--- src/cua_pkg.sv ---
// Shared types and codes for the contiguous unit allocator.
package cua_pkg;

  localparam logic OP_ALLOC = 1'b0;
  localparam logic OP_FREE  = 1'b1;

  localparam logic [2:0] STAT_OK       = 3'd0;
  localparam logic [2:0] STAT_BAD_SIZE = 3'd1;
  localparam logic [2:0] STAT_NO_FIT   = 3'd2;
  localparam logic [2:0] STAT_NOT_HOLD = 3'd3;
  localparam logic [2:0] STAT_HOLDING  = 3'd4;

  localparam logic [1:0] CFG_FIT_MODE    = 2'd0;
  localparam logic [1:0] CFG_MIN_REQUEST = 2'd1;
  localparam logic [1:0] CFG_MAX_REQUEST = 2'd2;

  typedef struct packed {
    logic       op;
    logic [5:0] owner_id;
    logic [7:0] unit_count;
  } in_word_t;

  typedef struct packed {
    logic [2:0] status;
    logic [7:0] nodes_visited;
    logic [6:0] base_unit;
    logic [6:0] small_fragments;
    logic [6:0] holder_count;
  } out_word_t;

  typedef struct packed {
    logic clr;
    logic vld;
    logic flush;
  } scan_ctl_t;

endpackage

--- src/cua_ram.sv ---
// Generic single write port, single read port RAM with registered read.
module cua_ram #(
  parameter int WIDTH = 8,
  parameter int DEPTH = 16
) (
  input  logic                     clk,
  input  logic                     we,
  input  logic [$clog2(DEPTH)-1:0] waddr,
  input  logic [WIDTH-1:0]         wdata,
  input  logic                     re,
  input  logic [$clog2(DEPTH)-1:0] raddr,
  output logic [WIDTH-1:0]         rdata
);

  logic [WIDTH-1:0] mem [DEPTH];

  always_ff @(posedge clk) begin
    if (we) begin
      mem[waddr] <= wdata;
    end
    if (re) begin
      rdata <= mem[raddr];
    end
  end

endmodule

--- src/cua_runs.sv ---
// Run tracker: folds a stream of unit owners into segment and free run statistics.
module cua_runs #(
  parameter int TOTAL_UNITS   = 128,
  parameter int MAX_PROCESSES = 64
) (
  input  logic                           clk,
  input  logic                           rst_n,
  input  cua_pkg::scan_ctl_t             ctl,
  input  logic [$clog2(TOTAL_UNITS)-1:0] idx,
  input  logic [$clog2(MAX_PROCESSES+1)-1:0] own,
  input  logic [7:0]                     n_req,
  input  logic                           fit_mode,
  output logic [$clog2(TOTAL_UNITS+1)-1:0] seg_cnt,
  output logic [$clog2(TOTAL_UNITS+1)-1:0] small_cnt,
  output logic                           found,
  output logic [$clog2(TOTAL_UNITS)-1:0] pick_start,
  output logic [$clog2(TOTAL_UNITS+1)-1:0] pick_pos
);

  localparam int IW = $clog2(TOTAL_UNITS);
  localparam int LW = $clog2(TOTAL_UNITS + 1);
  localparam int OW = $clog2(MAX_PROCESSES + 1);
  localparam logic [OW-1:0] FREE_MARK = OW'(MAX_PROCESSES);

  logic          active_r;
  logic [OW-1:0] run_own_r;
  logic [IW-1:0] run_start_r;
  logic [LW-1:0] run_len_r;
  logic [LW-1:0] seg_r;
  logic [LW-1:0] small_r;
  logic          found_r;
  logic [IW-1:0] pick_start_r;
  logic [LW-1:0] pick_pos_r;
  logic [LW-1:0] best_len_r;
  logic          close;
  logic          is_free;
  logic          adequate;
  logic          take;

  always_comb begin
    close    = ctl.flush ? active_r : (ctl.vld && active_r && (own != run_own_r));
    is_free  = (run_own_r == FREE_MARK);
    adequate = is_free && (32'(run_len_r) >= 32'(n_req));
    if (fit_mode) begin
      take = adequate && (!found_r || (run_len_r < best_len_r));
    end else begin
      take = adequate && !found_r;
    end
  end

  always_ff @(posedge clk) begin
    if (!rst_n || ctl.clr) begin
      active_r <= 1'b0;
      seg_r    <= '0;
      small_r  <= '0;
      found_r  <= 1'b0;
    end else begin
      if (close) begin
        seg_r <= seg_r + LW'(1);
        if (is_free && (run_len_r == LW'(1) || run_len_r == LW'(2))) begin
          small_r <= small_r + LW'(1);
        end
        if (take) begin
          found_r      <= 1'b1;
          pick_start_r <= run_start_r;
          pick_pos_r   <= seg_r + LW'(1);
          best_len_r   <= run_len_r;
        end
      end
      if (ctl.flush) begin
        active_r <= 1'b0;
      end else if (ctl.vld) begin
        if (!active_r || own != run_own_r) begin
          active_r    <= 1'b1;
          run_own_r   <= own;
          run_start_r <= idx;
          run_len_r   <= LW'(1);
        end else begin
          run_len_r <= run_len_r + LW'(1);
        end
      end
    end
  end

  assign seg_cnt    = seg_r;
  assign small_cnt  = small_r;
  assign found      = found_r;
  assign pick_start = pick_start_r;
  assign pick_pos   = pick_pos_r;

endmodule

--- src/contiguous_unit_allocator.sv ---
// Top level of the contiguous unit allocator: request sequencer, owner and holder memories.
// After reset the block marks every unit free in turn and stays busy until it is done.
// Every request ends in a counting scan of the owner memory; before it, a free reads the
// holder memory and writes the freed units, and an allocate runs a fit scan and, if a
// fitting run is found, writes its units. A rejected request runs only the counting scan.
// Each scan walks the single owner memory read port one unit per cycle. The one result
// word appears on out_data with out_strobe, which is high for a single cycle, and cannot
// be held off.
module contiguous_unit_allocator #(
  parameter int TOTAL_UNITS   = 128,
  parameter int MAX_PROCESSES = 64
) (
  input  logic               clk,
  input  logic               rst_n,
  input  logic               start,
  output logic               busy,
  input  cua_pkg::in_word_t  in_data,
  output logic               out_strobe,
  output cua_pkg::out_word_t out_data,
  input  logic               cfg_valid,
  output logic               cfg_ready,
  input  logic [1:0]         cfg_index,
  input  logic [7:0]         cfg_data
);

  localparam int IW = $clog2(TOTAL_UNITS);
  localparam int LW = $clog2(TOTAL_UNITS + 1);
  localparam int OW = $clog2(MAX_PROCESSES + 1);
  localparam int PW = $clog2(MAX_PROCESSES);
  localparam int HW = $clog2(MAX_PROCESSES + 1);
  localparam logic [OW-1:0] FREE_MARK = OW'(MAX_PROCESSES);
  localparam logic [IW:0]   UNITS     = (IW + 1)'(TOTAL_UNITS);

  localparam logic [3:0] S_CLR  = 4'd0;
  localparam logic [3:0] S_IDLE = 4'd1;
  localparam logic [3:0] S_HRD  = 4'd2;
  localparam logic [3:0] S_FIND = 4'd3;
  localparam logic [3:0] S_DEC  = 4'd4;
  localparam logic [3:0] S_WR   = 4'd5;
  localparam logic [3:0] S_CNT  = 4'd6;
  localparam logic [3:0] S_OUT  = 4'd7;

  logic [3:0]               state_r;
  logic [IW:0]              cnt_r;
  logic [7:0]               wrem_r;
  logic                     rdv_r;
  logic [IW-1:0]            ridx_r;
  logic                     clr_r;
  logic                     op_r;
  logic [5:0]               pid_r;
  logic [7:0]               n_r;
  logic [2:0]               status_r;
  logic [7:0]               nodes_r;
  logic [IW-1:0]            start_r;
  logic [HW-1:0]            holders_r;
  logic [MAX_PROCESSES-1:0] hvalid_r;
  logic                     fit_r;
  logic [7:0]               min_r;
  logic [7:0]               max_r;
  logic                     out_strobe_r;
  cua_pkg::out_word_t       out_data_r;

  logic                     accept;
  logic [PW-1:0]            in_pidx;
  logic [PW-1:0]            pidx;
  logic                     in_oor;
  logic                     bad_size;
  logic                     scanning;
  logic                     flush;
  logic                     o_we;
  logic [OW-1:0]            o_wdata;
  logic                     o_re;
  logic [OW-1:0]            o_rdata;
  logic                     h_we;
  logic [IW+7:0]            h_rdata;
  cua_pkg::scan_ctl_t       sctl;
  logic [LW-1:0]            seg_cnt;
  logic [LW-1:0]            small_cnt;
  logic                     found;
  logic [IW-1:0]            pick_start;
  logic [LW-1:0]            pick_pos;
  logic [LW-1:0]            nodes_raw;

  assign busy      = (state_r != S_IDLE);
  assign cfg_ready = 1'b1;
  assign accept    = start && !busy;
  assign in_pidx   = PW'(in_data.owner_id);
  assign pidx      = PW'(pid_r);
  assign in_oor    = (32'(in_data.owner_id) >= 32'(MAX_PROCESSES));
  assign bad_size  = (in_data.unit_count == 8'd0)
                  || (32'(in_data.unit_count) > 32'(TOTAL_UNITS))
                  || (in_data.unit_count < min_r) || (in_data.unit_count > max_r);
  assign scanning  = (state_r == S_FIND) || (state_r == S_CNT);
  assign flush     = scanning && (cnt_r == UNITS) && !rdv_r;
  assign nodes_raw = (!fit_r && found) ? pick_pos : seg_cnt;

  always_comb begin
    o_re    = scanning && (cnt_r < UNITS);
    o_we    = (state_r == S_CLR) || ((state_r == S_WR) && (wrem_r != 8'd0) && (cnt_r < UNITS));
    o_wdata = (state_r == S_CLR || op_r == cua_pkg::OP_FREE) ? FREE_MARK : OW'(pid_r);
    h_we    = (state_r == S_DEC) && found;
    sctl.clr   = clr_r;
    sctl.vld   = rdv_r;
    sctl.flush = flush;
  end

  cua_ram #(.WIDTH(OW), .DEPTH(TOTAL_UNITS)) u_owner (
    .clk   (clk),
    .we    (o_we),
    .waddr (cnt_r[IW-1:0]),
    .wdata (o_wdata),
    .re    (o_re),
    .raddr (cnt_r[IW-1:0]),
    .rdata (o_rdata)
  );

  cua_ram #(.WIDTH(IW + 8), .DEPTH(MAX_PROCESSES)) u_holder (
    .clk   (clk),
    .we    (h_we),
    .waddr (pidx),
    .wdata ({pick_start, n_r}),
    .re    (accept),
    .raddr (in_pidx),
    .rdata (h_rdata)
  );

  cua_runs #(.TOTAL_UNITS(TOTAL_UNITS), .MAX_PROCESSES(MAX_PROCESSES)) u_runs (
    .clk        (clk),
    .rst_n      (rst_n),
    .ctl        (sctl),
    .idx        (ridx_r),
    .own        (o_rdata),
    .n_req      (n_r),
    .fit_mode   (fit_r),
    .seg_cnt    (seg_cnt),
    .small_cnt  (small_cnt),
    .found      (found),
    .pick_start (pick_start),
    .pick_pos   (pick_pos)
  );

  always_ff @(posedge clk) begin
    if (!rst_n) begin
      fit_r <= 1'b0;
      min_r <= 8'd3;
      max_r <= 8'd10;
    end else if (cfg_valid && cfg_ready) begin
      case (cfg_index)
        cua_pkg::CFG_FIT_MODE:    fit_r <= cfg_data[0];
        cua_pkg::CFG_MIN_REQUEST: min_r <= cfg_data;
        cua_pkg::CFG_MAX_REQUEST: max_r <= cfg_data;
        default: ;
      endcase
    end
  end

  always_ff @(posedge clk) begin
    rdv_r  <= o_re;
    ridx_r <= cnt_r[IW-1:0];
  end

  always_ff @(posedge clk) begin
    if (!rst_n) begin
      state_r      <= S_CLR;
      cnt_r        <= '0;
      clr_r        <= 1'b0;
      holders_r    <= '0;
      hvalid_r     <= '0;
      out_strobe_r <= 1'b0;
    end else begin
      clr_r        <= 1'b0;
      out_strobe_r <= 1'b0;
      unique case (state_r)
        S_CLR: begin
          cnt_r <= cnt_r + (IW + 1)'(1);
          if (cnt_r == UNITS - (IW + 1)'(1)) begin
            state_r <= S_IDLE;
          end
        end
        S_IDLE: begin
          if (start) begin
            op_r     <= in_data.op;
            pid_r    <= in_data.owner_id;
            n_r      <= in_data.unit_count;
            nodes_r  <= 8'd0;
            start_r  <= '0;
            status_r <= cua_pkg::STAT_OK;
            cnt_r    <= '0;
            clr_r    <= 1'b1;
            state_r  <= S_CNT;
            if (in_data.op == cua_pkg::OP_ALLOC) begin
              if (bad_size) begin
                status_r <= cua_pkg::STAT_BAD_SIZE;
              end else if (in_oor) begin
                status_r <= cua_pkg::STAT_NO_FIT;
              end else if (hvalid_r[in_pidx]) begin
                status_r <= cua_pkg::STAT_HOLDING;
              end else begin
                state_r <= S_FIND;
              end
            end else if (in_oor || !hvalid_r[in_pidx]) begin
              status_r <= cua_pkg::STAT_NOT_HOLD;
            end else begin
              clr_r   <= 1'b0;
              state_r <= S_HRD;
            end
          end
        end
        S_HRD: begin
          start_r        <= h_rdata[IW+7:8];
          cnt_r          <= {1'b0, h_rdata[IW+7:8]};
          wrem_r         <= h_rdata[7:0];
          hvalid_r[pidx] <= 1'b0;
          if (holders_r != '0) begin
            holders_r <= holders_r - HW'(1);
          end
          state_r <= S_WR;
        end
        S_FIND: begin
          if (o_re) begin
            cnt_r <= cnt_r + (IW + 1)'(1);
          end
          if (flush) begin
            state_r <= S_DEC;
          end
        end
        S_DEC: begin
          nodes_r <= (32'(nodes_raw) > 32'd255) ? 8'd255 : 8'(nodes_raw);
          if (!found) begin
            status_r <= cua_pkg::STAT_NO_FIT;
            cnt_r    <= '0;
            clr_r    <= 1'b1;
            state_r  <= S_CNT;
          end else begin
            start_r        <= pick_start;
            cnt_r          <= {1'b0, pick_start};
            wrem_r         <= n_r;
            hvalid_r[pidx] <= 1'b1;
            holders_r      <= holders_r + HW'(1);
            state_r        <= S_WR;
          end
        end
        S_WR: begin
          if (o_we) begin
            cnt_r  <= cnt_r + (IW + 1)'(1);
            wrem_r <= wrem_r - 8'd1;
          end else begin
            cnt_r   <= '0;
            clr_r   <= 1'b1;
            state_r <= S_CNT;
          end
        end
        S_CNT: begin
          if (o_re) begin
            cnt_r <= cnt_r + (IW + 1)'(1);
          end
          if (flush) begin
            state_r <= S_OUT;
          end
        end
        S_OUT: begin
          out_strobe_r                <= 1'b1;
          out_data_r.status           <= status_r;
          out_data_r.nodes_visited    <= nodes_r;
          out_data_r.base_unit        <= 7'(start_r);
          out_data_r.small_fragments  <= 7'(small_cnt);
          out_data_r.holder_count     <= 7'(holders_r);
          state_r                     <= S_IDLE;
        end
        default: begin
          state_r <= S_IDLE;
        end
      endcase
    end
  end

  assign out_strobe = out_strobe_r;
  assign out_data   = out_data_r;

endmodule

--- config.mk ---
export PLATFORM = sky130hd
export DESIGN_NAME = contiguous_unit_allocator
export DESIGN_NICKNAME = d
export VERILOG_FILES = /design/src/cua_pkg.sv /design/src/cua_ram.sv /design/src/cua_runs.sv /design/src/contiguous_unit_allocator.sv
export SDC_FILE = /design/constraint.sdc
export NUM_CORES = 2
export LEC_CHECK = 0
export BUFFER_PORTS_ARGS = -buffer_cell sky130_fd_sc_hd__buf_2
export CORE_UTILIZATION = 55
export DETAILED_ROUTE_END_ITERATION = 8
export HOLD_SLACK_MARGIN = 0.02
export PLACE_DENSITY = 0.71
export SYNTH_ARGS = -nofsm -noshare
export SYNTH_HDL_FRONTEND = slang
export SYNTH_SLANG_ARGS = --single-unit
--- constraint.sdc ---
create_clock -name clk -period 7.99 [get_ports clk]
set_input_delay 1.1985 -clock clk [delete_from_list [all_inputs] [get_ports clk]]
set_output_delay 1.1985 -clock clk [all_outputs]
set_load 0.01 [all_outputs]
==> run summary <==
Status: complete, but fails checks
Failing checks: max-capacitance violations, max-slew violations
Post-DP HPWL: 129 mm
Vert. Die Dim: 391 µm
DP Area: 86200 µm²
Number of setup violations in the final report: 0
Synth cell count leaders: edfxtp_1 (1996), nor2_1 (440), mux4_2 (390)
Psw: 6.71 mW
Lkg Pwr: 29.4 nW
Synth Area in XOR/XNOR: 0.463%
Worst min path class: flop to flop
Yosys reg bits: 2122
Main combinational cell family by area after synthesis: multiplexers
Worst-Margin Slew: 1.56 ns
Max FO, Critical Path: 26
Post-CTS Setup Bufs: 0
Arrival @ worst endpoint: 5.36 ns
Max cap viols: 1
Worst path max stage delay: 1.11 ns
FF-to-FF path depth: 5
Slowest-stage cell, CP: nor2_1
Clock tree sinks: 2122
Final Max Slew Viols: 9
Gpl congestion: 0.930
Synth top area share: 72.0%
# IOs: 64
Post-Synth Simple-Gate Area: 3.86%
Core area: 150000 µm²
Post-CTS Hold Buffers: 0
PD cells: 274 nW/µm²
Die W: 391 µm
Synth cell types: 75
Synthesis-to-layout area growth: 11.4%
Post-synthesis adder-cell area fraction: 0.682%
Hold depth: 0
H-Tree Depth: 4
CTS tree: yes
Layout Nets: 4718
Area contributors post-synth: edfxtp_1 (72%), mux4_2 (11%), dfxtp_1 (3.0%)
Yosys top cell by area: edfxtp_1
Post_cts resized: 0
Most frequent cell after synthesis: edfxtp_1
Fin Clk Skew: 0.0586 ns
Seq/Total Area, Yosys: 75.0%
Worst slack, placed: 3.37 ns
Total Routing Usage GR: 29.0%
Final core utilization: 61.8%
Initial antenna violation count: 6
Clock share of power: 37.1%
Post-Syn Area: 83300 µm²
Clock buffer count from CTS: 205
Critical Path RT: 8.44 ns
Yosys warns: 0
Starting DRT DRC Count: 6575
Synthesized Nets: 4574
Top FF cell, synth: edfxtp_1
Max-Slew Margin vs Limit: -4.38%
Sw Ratio: 26.4%
Syn_area_per_cell: 18.5 µm²
Share of cells above drive strength 1: 21.1%
Fmax: 0.204 GHz
Post-synth EDFFs: 1996
Routed Antenna Nets: 0
Post-synthesis compound-gate area fraction: 5.45%
Total Wirelength: 221 mm
WL/cell: 32.3 µm
Crit-path cells: clkinv_1, a2111o_1, nand2b_1, nand2_1, nor2_1
Peak supply drop: 235 µV
Initial Utilization: 55.5%
Cell-internal power: 18.7 mW
Comb power frac: 14.0%
Largest net degree at the start of global routing: 113
First-pass GRT wire length: 316 mm
Finished Cell Area: 92800 µm²
Post-route setup slack: 3.08 ns
Worst Setup End Kind: flop
Synthesized instance count: 4501
CTS clock-pin slew for the worst setup and hold paths: 0.06 ns
Final worst path period share: 61.4%
Fin crit period: 4.91 ns
Worst-Skew Late Latency: 0.84 ns
Setup tns final: 0 ns
Crit Path Class: flop to flop
Cell row count: 142
Die area: 153000 µm²
IO buf count: 62
Max Buffers Root-to-Sink: 3
Reg power frac: 48.8%
Drt first pass iters: 8
Final Power: 25.4 mW
CP Launch Type: flop
Post-synthesis mux area share: 12.8%
Grt ovf: 0
Asr flop ratio synth: 0%
Vias post-DR: 45700
Drt drc: 0
Number of global-route vias before repair: 44700
Via density: 6.69
CTS root buf: clkbuf_16
RSZ-0062 raised after global routing: no
Final hold violations: 0
state kept, by name (all words and copies together), names as in the netlist, 15 cells and up, named ones only:
name	flops
u_holder.mem	960
u_owner.mem	896
out_data	32
u_holder.rdata	15
routing by layer:
| metal | vias up | routed length [µm] | share of wire [%] | global-route usage (%) |
|---|---|---|---|---|
| met5 | - | 54 | 0.024 | 0 |
| met4 | 8 | 8620 | 3.9 | 11.2 |
| met3 | 538 | 26900 | 12 | 7.45 |
| met2 | 3192 | 102000 | 46 | 43.7 |
| met1 | 23500 | 83800 | 38 | 41.0 |
| li1 | 18600 | - | - | - |
cells in the final DEF, fill, tap and decap left out, types with 45 or more instances in the layout:
cell type,count
buf_4,144
mux2_2,75
clkbuf_16,209
a22oi_1,54
dfxtp_1,123
inv_1,46
buf_2,58
edfxtp_1,1996
o21ai_0,116
a21oi_1,135
a221oi_1,139
mux2i_1,107
nand2_1,153
nor2_1,433
mux4_2,390
clkinv_1,60
clkbuf_1,45
power groups by stage:
stage	Clock, mW	Sequential [mW]	Combinational [mW]
after floorplan	0	12.6	2.12
after CTS	9.50	12.4	3.46
after global placement	0	12.6	3.41
after global routing	9.90	12.4	3.65
final	9.44	12.4	3.57
after detailed placement	0	12.6	3.43
metrics by stage:
step,hold WS [ns],cells
after floorplan,0.326,4501
after detailed placement,0.391,6454
final,0.413,6838
after CTS,0.407,6832
after global routing,0.408,6832
after global placement,0.389,6454
critical path: cells and delay by family (launching register included):
family | cells | cell delay [ns]
simple gates | 3 | 2.61
compound gates | 1 | 0.53
flops | 1 | 0.88
buf+inv | 1 | 0.50
path summary, 6_finish.rpt:
check,start,to,slack (ns)
worst min-delay path,ridx_r[3],u_runs.run_start_r[3],0.41
worst max-delay path,state_r[0],u_owner.mem[90][0],3.08
worst max register to register,state_r[0],u_owner.mem[90][0],3.08
worst min register to register,ridx_r[3],u_runs.run_start_r[3],0.41
final cells by class:
| cell class | instances | area, µm² |
|---|---|---|
| Clock inverter | 120 | 1090 |
| Fill cell | 10300 | 57400 |
| Timing Repair Buffer | 209 | 1500 |
| Inverter | 52 | 198 |
| Sequential cell | 2122 | 62500 |
| Clock buffer | 258 | 5450 |
| Multi-Input combinational cell | 2055 | 19500 |
| Antenna cell | 6 | 15.0 |
| Tap cell | 2016 | 2520 |
cell families after synthesis:
logic type,Yosys count
buffers and inverters,324
AND/OR/NAND/NOR,752
multiplexers,572
flip-flops,2122
AO/OA/AOI/OAI,641
other,1
XOR/XNOR,44
adder cells (fa/ha/maj),45
(Power assumes the default switching activity.)
